File: src/rtl/rjb_pkg.sv
`timescale 1ns / 1ps
`default_nettype none
// ----------------------------------------------------------------------------
// rjb_pkg
// Types and codes shared by the jitter reorder buffer modules.
// ----------------------------------------------------------------------------
package rjb_pkg;

	localparam logic [2:0] ST_OK       = 3'd0;
	localparam logic [2:0] ST_LATE     = 3'd1;
	localparam logic [2:0] ST_OVERFLOW = 3'd2;
	localparam logic [2:0] ST_NOTREADY = 3'd3;
	localparam logic [2:0] ST_EMPTY    = 3'd4;

	localparam logic [15:0] SEQ_MAX = 16'hFFFF;

	// command passed from front to back
	typedef struct packed {
		logic        op;
		logic [15:0] seq;
		logic        marker;
		logic [31:0] handle;
		logic [15:0] size;
		logic [31:0] now;
		logic        ready;
	} rjb_cmd_t;

	// result item
	typedef struct packed {
		logic [2:0]  status;
		logic [15:0] seq;
		logic        marker;
		logic [31:0] handle;
		logic [15:0] size;
		logic [15:0] lost;
	} rjb_res_t;

	typedef enum logic [1:0] {
		BK_IDLE,
		BK_RD,
		BK_EVAL
	} rjb_bk_state_t;

endpackage
`default_nettype wire

File: src/rtl/rjb_cmd_fifo.sv
`timescale 1ns / 1ps
`default_nettype none
// ----------------------------------------------------------------------------
// rjb_cmd_fifo
// Two-entry command queue between the input front and the ring engine.
// ----------------------------------------------------------------------------
module rjb_cmd_fifo import rjb_pkg::*; (
	input  wire logic     clk,
	input  wire logic     arst_n,
	input  wire logic     push,
	input  wire rjb_cmd_t push_data,
	output logic          full,
	input  wire logic     pop,
	output logic          not_empty,
	output rjb_cmd_t      pop_data
);
	rjb_cmd_t   mem_q [2];
	logic       wp_q, rp_q;
	logic [1:0] cnt_q;

	assign full      = cnt_q == 2'd2;
	assign not_empty = cnt_q != 2'd0;
	assign pop_data  = mem_q[rp_q];

	// storage
	always_ff @(posedge clk) begin
		if (push && !full) mem_q[wp_q] <= push_data;
	end

	// pointers and count
	always_ff @(posedge clk or negedge arst_n) begin
		if (!arst_n) begin
			wp_q <= 1'b0; rp_q <= 1'b0; cnt_q <= 2'd0;
		end else begin
			if (push && !full) wp_q <= ~wp_q;
			if (pop && not_empty) rp_q <= ~rp_q;
			cnt_q <= cnt_q + {1'b0, push && !full} - {1'b0, pop && not_empty};
		end
	end
endmodule
`default_nettype wire

File: config.mk
export PLATFORM = sky130hd
export DESIGN_NAME = rjb_cmd_fifo
export DESIGN_NICKNAME = d
export VERILOG_FILES = /design/src/rtl/rjb_pkg.sv /design/src/rtl/rjb_cmd_fifo.sv
export SDC_FILE = /design/constraint.sdc
export NUM_CORES = 1
export LEC_CHECK = 0
export BUFFER_PORTS_ARGS = -buffer_cell sky130_fd_sc_hd__buf_2
export CAP_MARGIN = 20
export CELL_PAD_IN_SITES_DETAIL_PLACEMENT = 0
export CELL_PAD_IN_SITES_GLOBAL_PLACEMENT = 2
export CORE_AREA = 3 3 141 143
export CTS_CLUSTER_SIZE = 12
export DETAILED_ROUTE_END_ITERATION = 12
export DIE_AREA = 0 0 144 146
export GPL_TIMING_DRIVEN = 0
export PLACE_DENSITY = 0.9
export SYNTH_ARGS = -nofsm -noshare
export SYNTH_HDL_FRONTEND = slang
export SYNTH_SLANG_ARGS = --single-unit
File: constraint.sdc
create_clock -name clk -period 13.11 [get_ports clk]
set_input_delay 0.6555 -clock clk [delete_from_list [all_inputs] [get_ports clk]]
set_output_delay 0.6555 -clock clk [all_outputs]
set_load 0.1 [all_outputs]
==> impl_results.md <==
* Row count at 50
* Tightest slew margin relative to the limit at 60.6%
* Total Wirelength at 13800 um
* GRT Total Usage at 12.7%
* RePlAce Congestion at 0.720
* # nets final at 663
* RSZ-0062 raised after global routing: no
* Syn_nets at 431
* Synthesis-stage register bit count at 202
* Hold_ws at 0.347 ns
* Post-cts repair resize count at 0
* Dominant cell type by area after synthesis: sky130_fd_sc_hd__edfxtp_1
* DP HPWL at 9790 um
* Die Area at 21000 sq um
* Area fraction in compound gates after synthesis at 0%
* Synth Area in Simple Gates at 0.446%
* Fill cell total of the finished layout at 1477
* Share of synthesized area spent on multiplexers at 18.9%
* Clock skew after layout at 0.00724 ns
* Type of the tightest min-delay check: in2reg
* Largest cells by area after synthesis: sky130_fd_sc_hd__edfxtp_1, sky130_fd_sc_hd__mux2_4, sky130_fd_sc_hd__buf_12
* Synthesis-to-layout area growth at 26.6%
* Commonest non-fill, non-tap cell in the layout: sky130_fd_sc_hd__buf_2
* Total DRC errors in the routed layout at 0
* Max Transition Viols Final at 0
* Number of global-route vias before repair at 4009
* Final Cycle Share at 19.4%
* Number of max-cap violations at 0
* Core area at 18700 sq um
* Initial antenna violation count at 3
* Clock tree buffer depth at 3
* Insertion delay to the later sink of the worst-skew pair at 0.49 ns
* CP Data Required Time at 12.45 ns
* Residual antenna-violating net count after detailed routing at 0
* I/O Pins at 204
* Most frequent cells in the layout: sky130_fd_sc_hd__buf_2, sky130_fd_sc_hd__edfxtp_1, sky130_fd_sc_hd__mux2_4
* Critical path fanouts, max at 10
* Post-synthesis cell area at 7850 sq um
* Area share of the leading cell type in the synthesized netlist at 75.8%
* End-of-flow core utilization at 53.1%
* Worst-margin pin slew at 0.591 ns
* Setup repair bufs after CTS at 0
* Sequential element share of the synthesized area at 77.1%
* Setup slack after layout at 10.57 ns
* Setup Crit Path Kind: reg2out
* Minimum setup slack after placement at 10.95 ns
* Overall die width at 144 um
* Cell count after synthesis at 326
* Fraction of final layout cells sized beyond drive strength 1 at 60.6%
* Total negative slack for setup checks at 0 ns
* Critical path arrival at 1.89 ns
* Number of buffers added by the clock tree synthesis step at 22
* Type of element capturing the critical path: primary output
* Clock period minus final worst setup slack at 2.54 ns
* Global-route wire length before repair at 21200 um
* Distinct cell type count of the synthesized netlist at 15
* Detailed-router iteration count before antenna repair at 4
* Height of the die at 146 um
* Clock tree from TritonCTS: yes
* Total area of multi-input combinational cells at 1590 sq um
* Total number of yosys warnings at 0
* Via count normalized by instance count at 4.69
* Element type at the critical path start: flip-flop
* Per-instance average area after synthesis at 24.1 sq um
* Via Count at 3802
* Fmax achieved at 393 MHz
* Parity-gate share of the synthesized area counting xor and xnor cells at 0.446%
* Starting density of the core at 41.9%
* Worst-path clk slew at 0.06 ns
* Combined flip-flop and latch cell area at 6050 sq um
* CTS sink cnt at 202
* Run status: completed
* Maximum number of pins on one net before global-route repair at 62
* Root Buffer Master: sky130_fd_sc_hd__clkbuf_16
* Number of DRC markers after the initial detailed-route iteration at 118
* Wire length per cell at 17.1 um
* Input/output buffers at 203
* Final setup violation count at 0
* Hold violation total from the final report at 0
* Post-synthesis share of cell area spent on full adders, half adders and majority gates at 0.319%
* Remaining global-route overflow at 0
* Main combinational cell family by area after synthesis: multiplexers
* H-Tree Level Count at 1
-- sequential cells by signal, indices dropped and copies added (netlist names) --
register,count
mem_q,198
wp_q,1
cnt_q,2
rp_q,1
-- cell type report --
cell class / instances / area share, %
Buffer: 11 / 2.13
Inverter: 2 / 0.0756
Tap cell: 234 / 2.95
Timing Repair Buffer: 208 / 11.3
Antenna cell: 2 / 0.0504
Sequential cell: 202 / 60.9
Clock buffer: 33 / 6.27
Multi-Input combinational cell: 111 / 16.0
Clock inverter: 7 / 0.315
-- per-stage QoR --
step / instances / instance area (sq um)
global route: 810 / 9930
CTS: 808 / 9930
finish: 810 / 9930
global placement: 763 / 9160
detailed placement: 767 / 9260
floorplan: 326 / 7850
-- routing by layer --
layer / GRT usage [%] / vias up / wire length, um
met5: 0 / - / 7
met4: 4.14 / 2 / 397
met3: 3.48 / 34 / 1060
met2: 21.4 / 142 / 6920
met1: 15.8 / 1858 / 5450
li1: - / 1766 / -
-- path summary, 6_finish.rpt --
check / from / endpoint / slack, ns / cells after the start
min in group asynchronous: arst_n / wp_q / 0.49 / 2
worst max-delay path: rp_q / pop_data[65] / 10.57 / 4
worst max register to register: cnt_q[1] / mem_q[0][35] / 11.18 / 5
worst min register to register: cnt_q[0] / cnt_q[0] / 0.54 / 1
max in group asynchronous: arst_n / cnt_q[1] / 12.50 / 2
worst min-delay path: push_data[12] / mem_q[0][12] / 0.35 / 1
-- critical path: stages, from the launching register on --
cell and delay (ns):
sky130_fd_sc_hd__dfrtp_1 0.33, sky130_fd_sc_hd__buf_6 0.26, sky130_fd_sc_hd__buf_12 0.20, sky130_fd_sc_hd__mux2_4 0.30, sky130_fd_sc_hd__buf_2 0.30
-- synthesized netlist by cell type, drive strengths merged --
cell      n
nand2b    1
buf      11
ha        2
mux2     99
and2      1
xor2      1
dfrtp     4
inv       2
edfxtp  198
nor2      1
nand2     1
or2       1
xnor2     3
and3      1
-- what timing repair did --
| action | CTS | global route |
|---|---|---|
| endpoints found under the hold margin | 4 | 0 |
| setup endpoints to repair | 0 | 0 |
| hold buffers | 1 | 0 |
-- cell families (layout without fill, tap and decap cells) --
logic type,Yosys count,count (layout)
xor+xnor,4,4
fa+ha+maj,2,2
buf+inv,13,261
flops,202,202
mux,99,99
other cells,0,2
simple gates,6,6
Power is left out: the tool's default activity adds up to more than one toggle a clock period on the data nets, which glitch-free logic cannot reach.
